$ cat config.mk
export PLATFORM = sky130hd
export DESIGN_NAME = bldc_six_step_openloop_start_flat
export DESIGN_NICKNAME = d
export VERILOG_FILES = /design/src/sv/bldc6_pkg.sv /design/src/sv/bldc6_if.sv /design/src/sv/bldc6_drive.sv /design/src/sv/bldc_six_step_openloop_start.sv /design/src/flat_wrapper.sv
export SDC_FILE = /design/constraint.sdc
export NUM_CORES = 2
export LEC_CHECK = 0
export BUFFER_PORTS_ARGS = -buffer_cell sky130_fd_sc_hd__buf_2
export CAP_MARGIN = 10
export CORE_ASPECT_RATIO = 0.75
export CORE_MARGIN = 3
export CORE_UTILIZATION = 35
export DETAILED_ROUTE_END_ITERATION = 12
export HOLD_SLACK_MARGIN = 0.12
export REMOVE_ABC_BUFFERS = 1
export SLEW_MARGIN = 20
export SYNTH_ARGS = -nofsm -noshare
export SYNTH_HDL_FRONTEND = slang
export SYNTH_SLANG_ARGS = --single-unit
export TNS_END_PERCENT = 1
$ cat constraint.sdc
create_clock -name clk -period 15.1 [get_ports clk]
set_input_delay 3.02 -clock clk [delete_from_list [all_inputs] [get_ports clk]]
set_output_delay 3.02 -clock clk [all_outputs]
set_load 0.005 [all_outputs]
$ cat src/sv/bldc6_pkg.sv
// shared constants, types and commutation tables for the six-step commutator
package bldc6_pkg;

  localparam int CMP_W   = 16;
  localparam int Q8_W    = 24;
  localparam int STEP_W  = 17;
  localparam int PHASE_W = 3;
  localparam int SLICE_W = 2;
  localparam int MODE_W  = 2;
  localparam int CFG_IDX_W = 3;
  localparam int CFG_DATA_W = 24;
  localparam int DUTY_DEC_W = Q8_W + STEP_W;
  localparam int PER_DEC_W  = CMP_W + STEP_W;

  localparam logic [MODE_W-1:0] MODE_STOPPED = 2'd0;
  localparam logic [MODE_W-1:0] MODE_STARTUP = 2'd1;
  localparam logic [MODE_W-1:0] MODE_RUNNING = 2'd2;

  localparam logic [CMP_W-1:0]   REF_THRESHOLD     = 16'd125;
  localparam logic [CMP_W-1:0]   PERIOD_AFTER_RAMP = 16'hFFFF;
  localparam logic [PHASE_W-1:0] LAST_PHASE        = 3'd5;

  localparam logic [SLICE_W-1:0] SLICE_U = 2'd0;
  localparam logic [SLICE_W-1:0] SLICE_V = 2'd1;
  localparam logic [SLICE_W-1:0] SLICE_W_PH = 2'd2;

  // configuration register indexes
  localparam logic [CFG_IDX_W-1:0] REG_PWM_PERIOD  = 3'd0;
  localparam logic [CFG_IDX_W-1:0] REG_LOCK_CMP    = 3'd1;
  localparam logic [CFG_IDX_W-1:0] REG_DUTY_START  = 3'd2;
  localparam logic [CFG_IDX_W-1:0] REG_DUTY_STEP   = 3'd3;
  localparam logic [CFG_IDX_W-1:0] REG_START_PER   = 3'd4;
  localparam logic [CFG_IDX_W-1:0] REG_PER_STEP    = 3'd5;
  localparam logic [CFG_IDX_W-1:0] REG_LOCK_TICKS  = 3'd6;
  localparam logic [CFG_IDX_W-1:0] REG_RAMP_TICKS  = 3'd7;

  // configuration reset values
  localparam logic [CMP_W-1:0] RST_PWM_PERIOD = 16'd1279;
  localparam logic [CMP_W-1:0] RST_LOCK_CMP   = 16'd511;
  localparam logic [Q8_W-1:0]  RST_DUTY_START = 24'd130970;
  localparam logic [Q8_W-1:0]  RST_DUTY_STEP  = 24'd910;
  localparam logic [CMP_W-1:0] RST_START_PER  = 16'd20618;
  localparam logic [CMP_W-1:0] RST_PER_STEP   = 16'd243;
  localparam logic [CMP_W-1:0] RST_LOCK_TICKS = 16'd19;
  localparam logic [CMP_W-1:0] RST_RAMP_TICKS = 16'd72;

  typedef struct packed {
    logic [CMP_W-1:0]   u_hi;
    logic [CMP_W-1:0]   u_lo;
    logic [CMP_W-1:0]   v_hi;
    logic [CMP_W-1:0]   v_lo;
    logic [CMP_W-1:0]   w_hi;
    logic [CMP_W-1:0]   w_lo;
    logic [CMP_W-1:0]   trig;
    logic [SLICE_W-1:0] measure;
  } drive_t;

  // slice that switches its high side in each step
  function automatic logic [SLICE_W-1:0] hi_slice(input logic [PHASE_W-1:0] ph);
    logic [SLICE_W-1:0] s;
    case (ph)
      3'd0, 3'd1: s = SLICE_U;
      3'd2, 3'd3: s = SLICE_V;
      default:    s = SLICE_W_PH;
    endcase
    return s;
  endfunction

  // slice whose low side is held on
  function automatic logic [SLICE_W-1:0] low_slice(input logic [PHASE_W-1:0] ph);
    logic [SLICE_W-1:0] s;
    case (ph)
      3'd0:       s = SLICE_V;
      3'd1, 3'd2: s = SLICE_W_PH;
      3'd3, 3'd4: s = SLICE_U;
      default:    s = SLICE_V;
    endcase
    return s;
  endfunction

  // floating slice to sample
  function automatic logic [SLICE_W-1:0] sense_slice(input logic [PHASE_W-1:0] ph);
    logic [SLICE_W-1:0] s;
    case (ph)
      3'd0, 3'd3: s = SLICE_W_PH;
      3'd1, 3'd4: s = SLICE_V;
      default:    s = SLICE_U;
    endcase
    return s;
  endfunction

endpackage

$ cat src/sv/bldc6_if.sv
// handshake interfaces for the input and result channels

interface bldc6_in_if;
  logic        valid;
  logic        ready;
  logic        kind;
  logic [15:0] reference;

  modport source (output valid, output kind, output reference, input ready);
  modport sink   (input valid, input kind, input reference, output ready);
endinterface

interface bldc6_out_if;
  logic        valid;
  logic        ready;
  logic [2:0]  phase;
  logic [1:0]  measure_phase;
  logic [15:0] u_high_compare;
  logic [15:0] u_low_compare;
  logic [15:0] v_high_compare;
  logic [15:0] v_low_compare;
  logic [15:0] w_high_compare;
  logic [15:0] w_low_compare;
  logic [15:0] sample_trigger;
  logic [15:0] commutation_period;
  logic [1:0]  motor_mode;
  logic        accepted;

  modport source (
    output valid, output phase, output measure_phase,
    output u_high_compare, output u_low_compare,
    output v_high_compare, output v_low_compare,
    output w_high_compare, output w_low_compare,
    output sample_trigger, output commutation_period,
    output motor_mode, output accepted,
    input ready
  );
  modport sink (
    input valid, input phase, input measure_phase,
    input u_high_compare, input u_low_compare,
    input v_high_compare, input v_low_compare,
    input w_high_compare, input w_low_compare,
    input sample_trigger, input commutation_period,
    input motor_mode, input accepted,
    output ready
  );
endinterface

$ cat src/sv/bldc6_drive.sv
// half-bridge compare pattern and sense phase for one commutation step
module bldc6_drive
  import bldc6_pkg::*;
(
  input  logic [PHASE_W-1:0] phase,
  input  logic [CMP_W-1:0]   duty,
  input  logic [CMP_W-1:0]   off_level,
  input  logic [CMP_W-1:0]   trig,
  output drive_t             drive
);

  logic [SLICE_W-1:0] hi_s;
  logic [SLICE_W-1:0] lo_s;

  assign hi_s = hi_slice(phase);
  assign lo_s = low_slice(phase);

  always_comb begin
    drive.u_hi    = (hi_s == SLICE_U)    ? duty : '0;
    drive.v_hi    = (hi_s == SLICE_V)    ? duty : '0;
    drive.w_hi    = (hi_s == SLICE_W_PH) ? duty : '0;
    drive.u_lo    = (lo_s == SLICE_U)    ? '0 : off_level;
    drive.v_lo    = (lo_s == SLICE_V)    ? '0 : off_level;
    drive.w_lo    = (lo_s == SLICE_W_PH) ? '0 : off_level;
    drive.trig    = trig;
    drive.measure = sense_slice(phase);
  end

endmodule

$ cat src/sv/bldc_six_step_openloop_start.sv
// six-step bldc commutator with rotor lock and open-loop ramp start-up
// an accepted input word passes the input register, then the result register, to its result word
// throughput: one word per cycle while out_ch.ready is high; the state update is a single registered pass
// the ramp arithmetic (two narrow multiplies) sits between the input and result registers
// reset: synchronous active-low rst_n; motor stopped, phase 0, compares 0, sense on W,
// configuration registers back to their default values
module bldc_six_step_openloop_start
  import bldc6_pkg::*;
(
  input  logic                  clk,
  input  logic                  rst_n,
  input  logic                  cfg_we,
  input  logic [CFG_IDX_W-1:0]  cfg_index,
  input  logic [CFG_DATA_W-1:0] cfg_wdata,
  bldc6_in_if.sink              in_ch,
  bldc6_out_if.source           out_ch
);

  // configuration registers
  logic [CMP_W-1:0] pwm_period_r;
  logic [CMP_W-1:0] lock_cmp_r;
  logic [Q8_W-1:0]  duty_start_r;
  logic [Q8_W-1:0]  duty_step_r;
  logic [CMP_W-1:0] start_per_r;
  logic [CMP_W-1:0] per_step_r;
  logic [CMP_W-1:0] lock_ticks_r;
  logic [CMP_W-1:0] ramp_ticks_r;

  always_ff @(posedge clk) begin
    if (!rst_n) begin
      pwm_period_r <= RST_PWM_PERIOD;
      lock_cmp_r   <= RST_LOCK_CMP;
      duty_start_r <= RST_DUTY_START;
      duty_step_r  <= RST_DUTY_STEP;
      start_per_r  <= RST_START_PER;
      per_step_r   <= RST_PER_STEP;
      lock_ticks_r <= RST_LOCK_TICKS;
      ramp_ticks_r <= RST_RAMP_TICKS;
    end else if (cfg_we) begin
      case (cfg_index)
        REG_PWM_PERIOD: pwm_period_r <= cfg_wdata[CMP_W-1:0];
        REG_LOCK_CMP:   lock_cmp_r   <= cfg_wdata[CMP_W-1:0];
        REG_DUTY_START: duty_start_r <= cfg_wdata[Q8_W-1:0];
        REG_DUTY_STEP:  duty_step_r  <= cfg_wdata[Q8_W-1:0];
        REG_START_PER:  start_per_r  <= cfg_wdata[CMP_W-1:0];
        REG_PER_STEP:   per_step_r   <= cfg_wdata[CMP_W-1:0];
        REG_LOCK_TICKS: lock_ticks_r <= cfg_wdata[CMP_W-1:0];
        REG_RAMP_TICKS: ramp_ticks_r <= cfg_wdata[CMP_W-1:0];
        default: begin
        end
      endcase
    end
  end

  // handshake: input register feeds the update pass, result register holds the output word
  logic             s1_vld_r;
  logic             s1_kind_r;
  logic [CMP_W-1:0] s1_ref_r;
  logic             out_vld_r;
  logic             out_free;
  logic             s2_fire;

  assign out_free    = !out_vld_r || out_ch.ready;
  assign s2_fire     = s1_vld_r && out_free;
  assign in_ch.ready = !s1_vld_r || out_free;

  always_ff @(posedge clk) begin
    if (!rst_n) begin
      s1_vld_r <= 1'b0;
    end else if (in_ch.ready) begin
      s1_vld_r <= in_ch.valid;
    end
  end

  always_ff @(posedge clk) begin
    if (in_ch.ready && in_ch.valid) begin
      s1_kind_r <= in_ch.kind;
      s1_ref_r  <= in_ch.reference;
    end
  end

  // motor state
  logic [MODE_W-1:0]  mode_r, mode_nxt;
  logic               ramp_done_r, ramp_done_nxt;
  logic [STEP_W-1:0]  step_cnt_r, step_cnt_nxt;
  logic [PHASE_W-1:0] phase_r, phase_nxt;
  logic [CMP_W-1:0]   duty_r, duty_nxt;
  logic [CMP_W-1:0]   period_r, period_nxt;
  drive_t             drive_r, drive_nxt;
  logic               acc_nxt;

  // off level wraps at 16 bits
  logic [CMP_W-1:0] off_level;
  assign off_level = pwm_period_r + 16'd1;

  // ramp arithmetic: k counts ramp ticks from one
  logic [STEP_W-1:0]     sc_inc;
  logic                  in_lock;
  logic [STEP_W-1:0]     ramp_k;
  logic [STEP_W-1:0]     ramp_km1;
  logic [DUTY_DEC_W-1:0] duty_dec;
  logic [PER_DEC_W-1:0]  per_dec;
  logic [Q8_W-1:0]       duty_q8;
  logic [CMP_W-1:0]      ramp_duty;
  logic [CMP_W-1:0]      ramp_per;
  logic                  ramp_end;
  logic [PHASE_W-1:0]    phase_adv;

  assign sc_inc    = step_cnt_r + 17'd1;
  assign in_lock   = sc_inc <= {1'b0, lock_ticks_r};
  assign ramp_k    = sc_inc - {1'b0, lock_ticks_r};
  assign ramp_km1  = ramp_k - 17'd1;
  assign duty_dec  = DUTY_DEC_W'(duty_step_r) * DUTY_DEC_W'(ramp_km1);
  assign per_dec   = PER_DEC_W'(per_step_r) * PER_DEC_W'(ramp_k);
  // duty and period saturate at zero
  assign duty_q8   = (duty_dec >= DUTY_DEC_W'(duty_start_r)) ? '0
                     : duty_start_r - duty_dec[Q8_W-1:0];
  assign ramp_duty = duty_q8[Q8_W-1:8];
  assign ramp_per  = (per_dec >= PER_DEC_W'(start_per_r)) ? '0
                     : start_per_r - per_dec[CMP_W-1:0];
  assign ramp_end  = ramp_k >= {1'b0, ramp_ticks_r};
  assign phase_adv = (phase_r == LAST_PHASE) ? '0 : phase_r + 3'd1;

  // next-state pass for one word
  logic load_drive;
  logic lock_path;
  logic ref_hi;

  assign ref_hi = s1_ref_r > REF_THRESHOLD;

  always_comb begin
    mode_nxt      = mode_r;
    ramp_done_nxt = ramp_done_r;
    step_cnt_nxt  = step_cnt_r;
    phase_nxt     = phase_r;
    duty_nxt      = duty_r;
    period_nxt    = period_r;
    acc_nxt       = 1'b0;
    load_drive    = 1'b0;
    lock_path     = 1'b0;
    if (s2_fire) begin
      if (!s1_kind_r) begin
        // commutation tick
        if (mode_r == MODE_STOPPED) begin
          mode_nxt = MODE_STARTUP;
        end else if (!ramp_done_r) begin
          load_drive   = 1'b1;
          step_cnt_nxt = sc_inc;
          if (in_lock) begin
            // rotor lock: hold step 0 at the lock duty
            lock_path = 1'b1;
            duty_nxt  = lock_cmp_r;
            phase_nxt = '0;
          end else begin
            duty_nxt   = ramp_duty;
            period_nxt = ramp_per;
            if (ramp_end) begin
              step_cnt_nxt  = '0;
              ramp_done_nxt = 1'b1;
              period_nxt    = PERIOD_AFTER_RAMP;
            end
            phase_nxt = phase_adv;
          end
        end else begin
          load_drive = 1'b1;
          mode_nxt   = MODE_RUNNING;
          phase_nxt  = phase_adv;
        end
      end else begin
        // reference command: start or stop, then duty while running
        if ((mode_r == MODE_STOPPED) && ref_hi) begin
          ramp_done_nxt = 1'b0;
        end else if ((mode_r != MODE_STOPPED) && !ref_hi) begin
          mode_nxt      = MODE_STOPPED;
          ramp_done_nxt = 1'b0;
          step_cnt_nxt  = '0;
        end
        if (mode_nxt == MODE_RUNNING) begin
          duty_nxt = s1_ref_r;
          acc_nxt  = 1'b1;
        end
      end
    end
  end

  // trigger sits just below the duty, floored at zero; lock uses the off level
  logic [CMP_W-1:0] trig_nxt;
  drive_t           drive_new;

  assign trig_nxt = lock_path ? off_level
                    : ((duty_nxt == '0) ? '0 : duty_nxt - 16'd1);

  bldc6_drive u_drive (
    .phase     (phase_nxt),
    .duty      (duty_nxt),
    .off_level (off_level),
    .trig      (trig_nxt),
    .drive     (drive_new)
  );

  assign drive_nxt = load_drive ? drive_new : drive_r;

  always_ff @(posedge clk) begin
    if (!rst_n) begin
      mode_r      <= MODE_STOPPED;
      ramp_done_r <= 1'b0;
      step_cnt_r  <= '0;
      phase_r     <= '0;
      duty_r      <= '0;
      period_r    <= RST_START_PER;
      drive_r     <= '{u_hi: '0, u_lo: '0, v_hi: '0, v_lo: '0, w_hi: '0, w_lo: '0,
                       trig: '0, measure: SLICE_W_PH};
    end else begin
      mode_r      <= mode_nxt;
      ramp_done_r <= ramp_done_nxt;
      step_cnt_r  <= step_cnt_nxt;
      phase_r     <= phase_nxt;
      duty_r      <= duty_nxt;
      period_r    <= period_nxt;
      drive_r     <= drive_nxt;
    end
  end

  // result register: snapshot of the state after the word
  logic [PHASE_W-1:0] out_phase_r;
  drive_t             out_drive_r;
  logic [CMP_W-1:0]   out_period_r;
  logic [MODE_W-1:0]  out_mode_r;
  logic               out_acc_r;

  always_ff @(posedge clk) begin
    if (!rst_n) begin
      out_vld_r <= 1'b0;
    end else if (out_free) begin
      out_vld_r <= s1_vld_r;
    end
  end

  always_ff @(posedge clk) begin
    if (s2_fire) begin
      out_phase_r  <= phase_nxt;
      out_drive_r  <= drive_nxt;
      out_period_r <= period_nxt;
      out_mode_r   <= mode_nxt;
      out_acc_r    <= acc_nxt;
    end
  end

  assign out_ch.valid              = out_vld_r;
  assign out_ch.phase              = out_phase_r;
  assign out_ch.measure_phase      = out_drive_r.measure;
  assign out_ch.u_high_compare     = out_drive_r.u_hi;
  assign out_ch.u_low_compare      = out_drive_r.u_lo;
  assign out_ch.v_high_compare     = out_drive_r.v_hi;
  assign out_ch.v_low_compare      = out_drive_r.v_lo;
  assign out_ch.w_high_compare     = out_drive_r.w_hi;
  assign out_ch.w_low_compare      = out_drive_r.w_lo;
  assign out_ch.sample_trigger     = out_drive_r.trig;
  assign out_ch.commutation_period = out_period_r;
  assign out_ch.motor_mode         = out_mode_r;
  assign out_ch.accepted           = out_acc_r;

  // a stopped motor never carries a partial step count
  a_stopped_clear: assert property (@(posedge clk) disable iff (!rst_n)
    (mode_r == MODE_STOPPED) |-> (step_cnt_r == '0))
    else $error("step count not cleared while stopped");

  // the step counter is idle once the ramp is finished
  a_done_clear: assert property (@(posedge clk) disable iff (!rst_n)
    ramp_done_r |-> (step_cnt_r == '0))
    else $error("step count running after ramp end");

  // a low reference always leaves the motor stopped
  a_low_ref_stops: assert property (@(posedge clk) disable iff (!rst_n)
    (s2_fire && s1_kind_r && !ref_hi) |=> (mode_r == MODE_STOPPED))
    else $error("low reference did not stop the motor");

  // the commutation step stays in range
  a_phase_range: assert property (@(posedge clk) disable iff (!rst_n)
    (phase_r <= LAST_PHASE))
    else $error("commutation step out of range");

endmodule

$ cat src/flat_wrapper.sv
// flat-port wrapper written by rule: the top's interface ports become plain ports
module bldc_six_step_openloop_start_flat import bldc6_pkg::*;
  (clk, rst_n, cfg_we, cfg_index, cfg_wdata, in_ch_valid, in_ch_kind, in_ch_reference, in_ch_ready, out_ch_valid, out_ch_phase, out_ch_measure_phase, out_ch_u_high_compare, out_ch_u_low_compare, out_ch_v_high_compare, out_ch_v_low_compare, out_ch_w_high_compare, out_ch_w_low_compare, out_ch_sample_trigger, out_ch_commutation_period, out_ch_motor_mode, out_ch_accepted, out_ch_ready);
  bldc6_in_if in_ch_i ();
  bldc6_out_if out_ch_i ();
  input  logic clk;
  input  logic rst_n;
  input  logic cfg_we;
  input  logic [CFG_IDX_W-1:0] cfg_index;
  input  logic [CFG_DATA_W-1:0] cfg_wdata;
  input wire logic [$bits(in_ch_i.valid)-1:0] in_ch_valid;
  input wire logic [$bits(in_ch_i.kind)-1:0] in_ch_kind;
  input wire logic [$bits(in_ch_i.reference)-1:0] in_ch_reference;
  output wire logic [$bits(in_ch_i.ready)-1:0] in_ch_ready;
  output wire logic [$bits(out_ch_i.valid)-1:0] out_ch_valid;
  output wire logic [$bits(out_ch_i.phase)-1:0] out_ch_phase;
  output wire logic [$bits(out_ch_i.measure_phase)-1:0] out_ch_measure_phase;
  output wire logic [$bits(out_ch_i.u_high_compare)-1:0] out_ch_u_high_compare;
  output wire logic [$bits(out_ch_i.u_low_compare)-1:0] out_ch_u_low_compare;
  output wire logic [$bits(out_ch_i.v_high_compare)-1:0] out_ch_v_high_compare;
  output wire logic [$bits(out_ch_i.v_low_compare)-1:0] out_ch_v_low_compare;
  output wire logic [$bits(out_ch_i.w_high_compare)-1:0] out_ch_w_high_compare;
  output wire logic [$bits(out_ch_i.w_low_compare)-1:0] out_ch_w_low_compare;
  output wire logic [$bits(out_ch_i.sample_trigger)-1:0] out_ch_sample_trigger;
  output wire logic [$bits(out_ch_i.commutation_period)-1:0] out_ch_commutation_period;
  output wire logic [$bits(out_ch_i.motor_mode)-1:0] out_ch_motor_mode;
  output wire logic [$bits(out_ch_i.accepted)-1:0] out_ch_accepted;
  input wire logic [$bits(out_ch_i.ready)-1:0] out_ch_ready;
  assign in_ch_i.valid = in_ch_valid;
  assign in_ch_i.kind = in_ch_kind;
  assign in_ch_i.reference = in_ch_reference;
  assign in_ch_ready = in_ch_i.ready;
  assign out_ch_valid = out_ch_i.valid;
  assign out_ch_phase = out_ch_i.phase;
  assign out_ch_measure_phase = out_ch_i.measure_phase;
  assign out_ch_u_high_compare = out_ch_i.u_high_compare;
  assign out_ch_u_low_compare = out_ch_i.u_low_compare;
  assign out_ch_v_high_compare = out_ch_i.v_high_compare;
  assign out_ch_v_low_compare = out_ch_i.v_low_compare;
  assign out_ch_w_high_compare = out_ch_i.w_high_compare;
  assign out_ch_w_low_compare = out_ch_i.w_low_compare;
  assign out_ch_sample_trigger = out_ch_i.sample_trigger;
  assign out_ch_commutation_period = out_ch_i.commutation_period;
  assign out_ch_motor_mode = out_ch_i.motor_mode;
  assign out_ch_accepted = out_ch_i.accepted;
  assign out_ch_i.ready = out_ch_ready;
  bldc_six_step_openloop_start u_core (.clk(clk), .rst_n(rst_n), .cfg_we(cfg_we), .cfg_index(cfg_index), .cfg_wdata(cfg_wdata), .in_ch(in_ch_i), .out_ch(out_ch_i));
endmodule
Yosys cells after proc, flatten, opt, wreduce, memory -nomap -nowiden
Index checks and enable logic that the tools add are counted.
{"block": "word_totals", "elab_cells": 170, "input_bits": 49, "output_inout_bits": 138, "register_bits": 468}
{"block": "op_classes", "magnitude_cmp": 5, "addsub": 8, "mul": 2, "eq_ne": 22, "n_reduce_logical": 32, "mux": 63}
{"cell": "$mux 16", "n": 21}
{"cell": "$mux 17", "n": 7}
{"cell": "$mux 114", "n": 1}
{"cell": "$ge 41x24->1", "n": 1}
{"cell": "$mul 24x17->41", "n": 1}
{"cell": "$ge 33x16->1", "n": 1}
{"cell": "$mul 16x17->33", "n": 1}
{"cell": "$mux 24", "n": 1}
{"cell": "$sub 24x24->24", "n": 1}
{"cell": "$eq 3x3->1 const B", "n": 6}
{"cell": "$mux 3", "n": 6}
{"cell": "$add 17x1->17 const B", "n": 1}
{"cell": "$ge 17x16->1", "n": 1}
{"cell": "$le 17x16->1", "n": 1}
{"cell": "$sub 17x1->17 const B", "n": 1}
{"cell": "$sub 17x16->17", "n": 1}
{"cell": "$add 16x1->16 const B", "n": 1}
{"cell": "$gt 16x7->1 const B", "n": 1}
{"cell": "$logic_not 16->1", "n": 1}
{"cell": "$mux 1", "n": 16}
{"cell": "$mux 2", "n": 8}
{"cell": "$reduce_and 2->1", "n": 8}
{"cell": "$sub 16x1->16 const B", "n": 1}
{"cell": "$sub 16x16->16", "n": 1}
{"cell": "18 further kinds", "n": 43}

Logic depth before layout (Yosys ltp)
{"block": "logic_depth", "depth_word": 15, "ltp_mapped": 55, "ltp_nobuf": 51}

Modules after synthesis
A second synthesis with hierarchy kept.
{"block": "hier_totals", "cells_unflattened": 5126, "area_unflattened_um2": 45760.1}
{"mod": "bldc_six_step_openloop_start", "seq_area_each_um2": 10900.5, "n_inst": 1, "cells_each": 4990, "area_per_inst_um2": 44771.7}
{"mod": "bldc6_drive", "seq_area_each_um2": 0.0, "n_inst": 1, "cells_each": 136, "area_per_inst_um2": 988.4}

Worst setup path after synthesis
No wires, ideal clock.
{"block": "synth_path", "path_type": "reg2reg", "from": "register u_core.step_cnt_r[0]", "to": "register u_core.out_drive_r (netlist bit u_core.out_ch.sample_trigger[12]), data pin", "setup_slack_ps": 2886, "t_arrival_ps": 11949, "path_buffers": 2, "stages_incl_launch_ff": 51, "path_cell_list": "dfxtp_1 ha_1 and3_1 nand3_1 and2_1 or2_2 ha_1 a211o_1 a21oi_1 nand2_1 a21o_1 a21o_1 xor2_1 or4_1 or3_1 nor2_1 nand2_1 xnor2_1 [... 15 more ...] ha_1 nand3_1 nor4_1 o31ai_1 a31oi_1 nor3_1 nand4b_1 nor4_4 buf_6 a31oi_1 nor2_1 inv_1 ha_1 inv_1 or4_1 or3_1 xor2_1 o21ai_1"}
{"item": "start, declared", "line_no": "bldc_six_step_openloop_start.sv:85", "source": "logic [STEP_W-1:0] step_cnt_r, step_cnt_nxt;"}
{"item": "start signal, assigned", "line_no": "bldc_six_step_openloop_start.sv:216", "source": "step_cnt_r <= step_cnt_nxt;"}
{"item": "end signal, assigned", "line_no": "bldc_six_step_openloop_start.sv:242", "source": "out_drive_r <= drive_nxt;"}
{"item": "end, declared", "line_no": "bldc_six_step_openloop_start.sv:226", "source": "drive_t out_drive_r;"}

==> results.md <==
- Gr usage total: 0.198
- Vias in the first global route: 34600
- Worst Tran Pin Value: roughly 1.2 ns
- Initial DRC count: approximately 2800
- Worst Path Class, Setup: register to register
- Detailed placer's ending HPWL: 97.8 mm
- Final setup fails: 0
- Seq/Total Area, Yosys: 0.245
- Root buffer cell: clkbuf_16
- Post-synth EDFFs: around 150
- Placer Congestion: slightly above 0.9
- Synth Register Bits: roughly 470
- Fin cells: slightly below 7000
- Cell repeated most along the worst path: fa_1
- Num CTS Buffers: 50
- TritonCTS sink count: about 470
- Hold_buf cts: 0
- Die area: ~0.13 mm2
- Post-Route WL: ~130 mm
- Ratio of cells with drive above 1 in the final layout: 0.0807
- CTS resizes: 0
- Synth warn: 0
- Synth cell types: 89
- Synth area leader: fa_1
- Fin. Hold Viols: 0
- Cells after synthesis: a little over 5000
- CP delay by family, top: simple AND/OR/NAND/NOR gates
- CTS H-tree depth: 2
- Via density: about 5.2
- Avg Inst Size Synth: just under 9 um2
- DP Cell Count: ~6700
- Share of the synthesized area in the top cell type: 0.242
- Count leader, synth: nand2_1
- RSZ-0062 raised after global routing: false
- Crit path DAT: roughly 14 ns
- Crit path time final: ~14 ns
- Fraction of registers with async set or reset after synthesis: 0
- Reg2Reg Depth: 44
- Fin area: ~0.049 mm2
- Dpl cell area: approximately 0.047 mm2
- Synth top cells by count: 853 x nand2_1, 767 x inv_1, 539 x fa_1
- Initial antenna violation count: 1
- Clock latency on the worst-skew pair: approximately 0.64 ns
- Core area: about 0.13 mm2
- I/O Pins: around 190
- Die W: 418 um
- Grt total ovfl: 0
- Synth-to-layout area growth: 9.84%
- Skew final: about 0.058 ns
- Crit path depth: between 40 and 50
- Synthesized cell area: ~0.045 mm2
- Slew headroom: 0.201
- Global-route wire length before repair: about 210 mm
- Post-route ant nets: 0
- Tcrit/Tclk final: 0.924
- Max-cap violation count: 0
- Worst-path clk slew: 0.06 ns
- WHS Path Cells: 2
- Status: finished clean
- Max stage delay on crit path: 0.79 ns
- Primary FF master, synth: dfxtp_1
- Rows: 112
- Reg2reg setup slack: roughly 1.1 ns
- Hold Crit Endpoint: u_core.lock_ticks_r[12]$_SDFFE_PN0P_
- # fillers: approximately 13000
- Port Buffers: approximately 190
- CTS tree: built
- Hold Crit Start: u_core.lock_ticks_r[12]$_SDFFE_PN0P_
- Final Max Tran Viols: 0
- Critical path startpoint category: register
- Layout Utilization: 0.390
- Fin nets: 6000
- Slowest cell on the critical path: nor4_1
- Critical path data required time: 15.47 ns
- Synth top area cells: fa_1 24%, dfxtp_1 14%, edfxtp_1 10%, ha_1 9.5%, nand2_1 7.2%
- Worst r2r src: u_core.step_cnt_r[0]$_SDFFE_PN0P_
- Via count: between 30000 and 40000
- Setup TNS: 0 ns
- Initial Util: 0.355
- Longest Clk Path Bufs: 3
- Worst reg2reg endpoint: u_core.out_ch.sample_trigger[15]$_DFFE_PP_
- Die H: 315 um
- Postcts setup bufs: 0
- Pin count of the biggest net entering global routing: 78
- Hold Path Class: register to register
- CP Capture Type: register
- Post-route DRC: 0
- Fmax: a little over 70 MHz
- Wire per inst: a little under 20 um
- Buffers & Inverters on Critical Path: 0
- Largest fanout on the critical path: 24
- DR pass1 iterations: 5
-- flip-flops by register name, indices dropped and copies added (netlist names), 17 cells and up --
name / count
u_core.duty_start_r: 24
u_core.drive_r: 114
u_core.step_cnt_r: 17
u_core.duty_step_r: 24
-- kinds of logic after synthesis --
| family | share of synthesized area |
|---|---|
| buffers and inverters | 0.0882 |
| multiplexers | 0.00579 |
| AND/OR/NAND/NOR | 0.182 |
| XOR/XNOR | 0.0256 |
| AO/OA/AOI/OAI | 0.116 |
| flip-flops | 0.245 |
| adder cells (fa/ha/maj) | 0.337 |
-- cell type report --
cell class / count / area, um2 / share of cell area
multi-input combinational: 3535 / 29900 / 0.611
sequential: 468 / 10900 / 0.223
inverter: 768 / 2890 / 0.0591
tap: 1653 / 2070 / 0.0423
clock buffer: 69 / 1480 / 0.0303
timing repair buffer: 252 / 1430 / 0.0292
clock inverter: 25 / 274 / 0.00560
antenna: 2 / 5.00 / 0.000102
-- worst max path at each step --
stage	start	end
floorplan	u_core.step_cnt_r[0]$_SDFFE_PN0P_	u_core.out_ch.sample_trigger[12]$_DFFE_PP_
global placement	u_core.step_cnt_r[0]$_SDFFE_PN0P_	u_core.out_ch.sample_trigger[2]$_DFFE_PP_
detailed placement	u_core.step_cnt_r[0]$_SDFFE_PN0P_	u_core.out_ch.sample_trigger[2]$_DFFE_PP_
CTS	u_core.step_cnt_r[0]$_SDFFE_PN0P_	u_core.out_ch.sample_trigger[2]$_DFFE_PP_
global route	u_core.step_cnt_r[0]$_SDFFE_PN0P_	u_core.out_ch.sample_trigger[9]$_DFFE_PP_
finish	u_core.step_cnt_r[0]$_SDFFE_PN0P_	u_core.out_ch.sample_trigger[15]$_DFFE_PP_
-- cells in the final DEF (no fill, tap or decap), types with 12 or more instances in the layout --
master / instances
nand2_1: 852
inv_1: 765
fa_1: 539
and2_1: 340
ha_1: 337
dfxtp_1: 315
a21oi_1: 234
nor2_1: 198
buf_2: 185
edfxtp_1: 153
o21ai_0: 121
nand3_1: 81
a22o_1: 75
buf_4: 67
xnor2_1: 66
clkbuf_16: 56
xor2_1: 50
nor2b_1: 43
nand2b_1: 41
nor3_1: 41
o211ai_1: 38
a21o_1: 36
o21a_1: 30
o22ai_1: 29
a31oi_1: 27
and3_1: 23
nand4_1: 22
or3_1: 21
a211oi_1: 19
nor4_1: 18
o21bai_1: 15
or2_2: 14
mux2_2: 14
a221o_1: 13
a22oi_1: 12
-- routing by layer --
layer	track usage	wire, um	vias up	share of wire
met1	0.300	63000	17500	0.48
met2	0.299	55800	1211	0.43
met3	0.0324	9970	120	0.076
li1	-	-	16200	-
met4	0.0351	2120	0	0.016
met5	0	0	-	0
-- through the flow --
step	setup slack, ns	hold WS (ns)
after floorplan	2.49	0.436
after global placement	1.21	0.443
after detailed placement	1.29	0.447
after CTS	1.28	0.455
after global routing	0.146	0.475
final	1.14	0.454
-- worst register-to-register path: cells and delay by family (launching register included) --
kind,cells,cell delay (ns)
muxes,1,0.24
AOI/OAI and AO/OA,12,3.05
and+or+nand+nor,18,4.87
adders and majority gates,10,4.16
xor gates and xnor gates,3,0.99
DFF,1,0.40
Power is not shown: default switching activity piles up to over one toggle a cycle in this logic, so the estimate is an artifact.
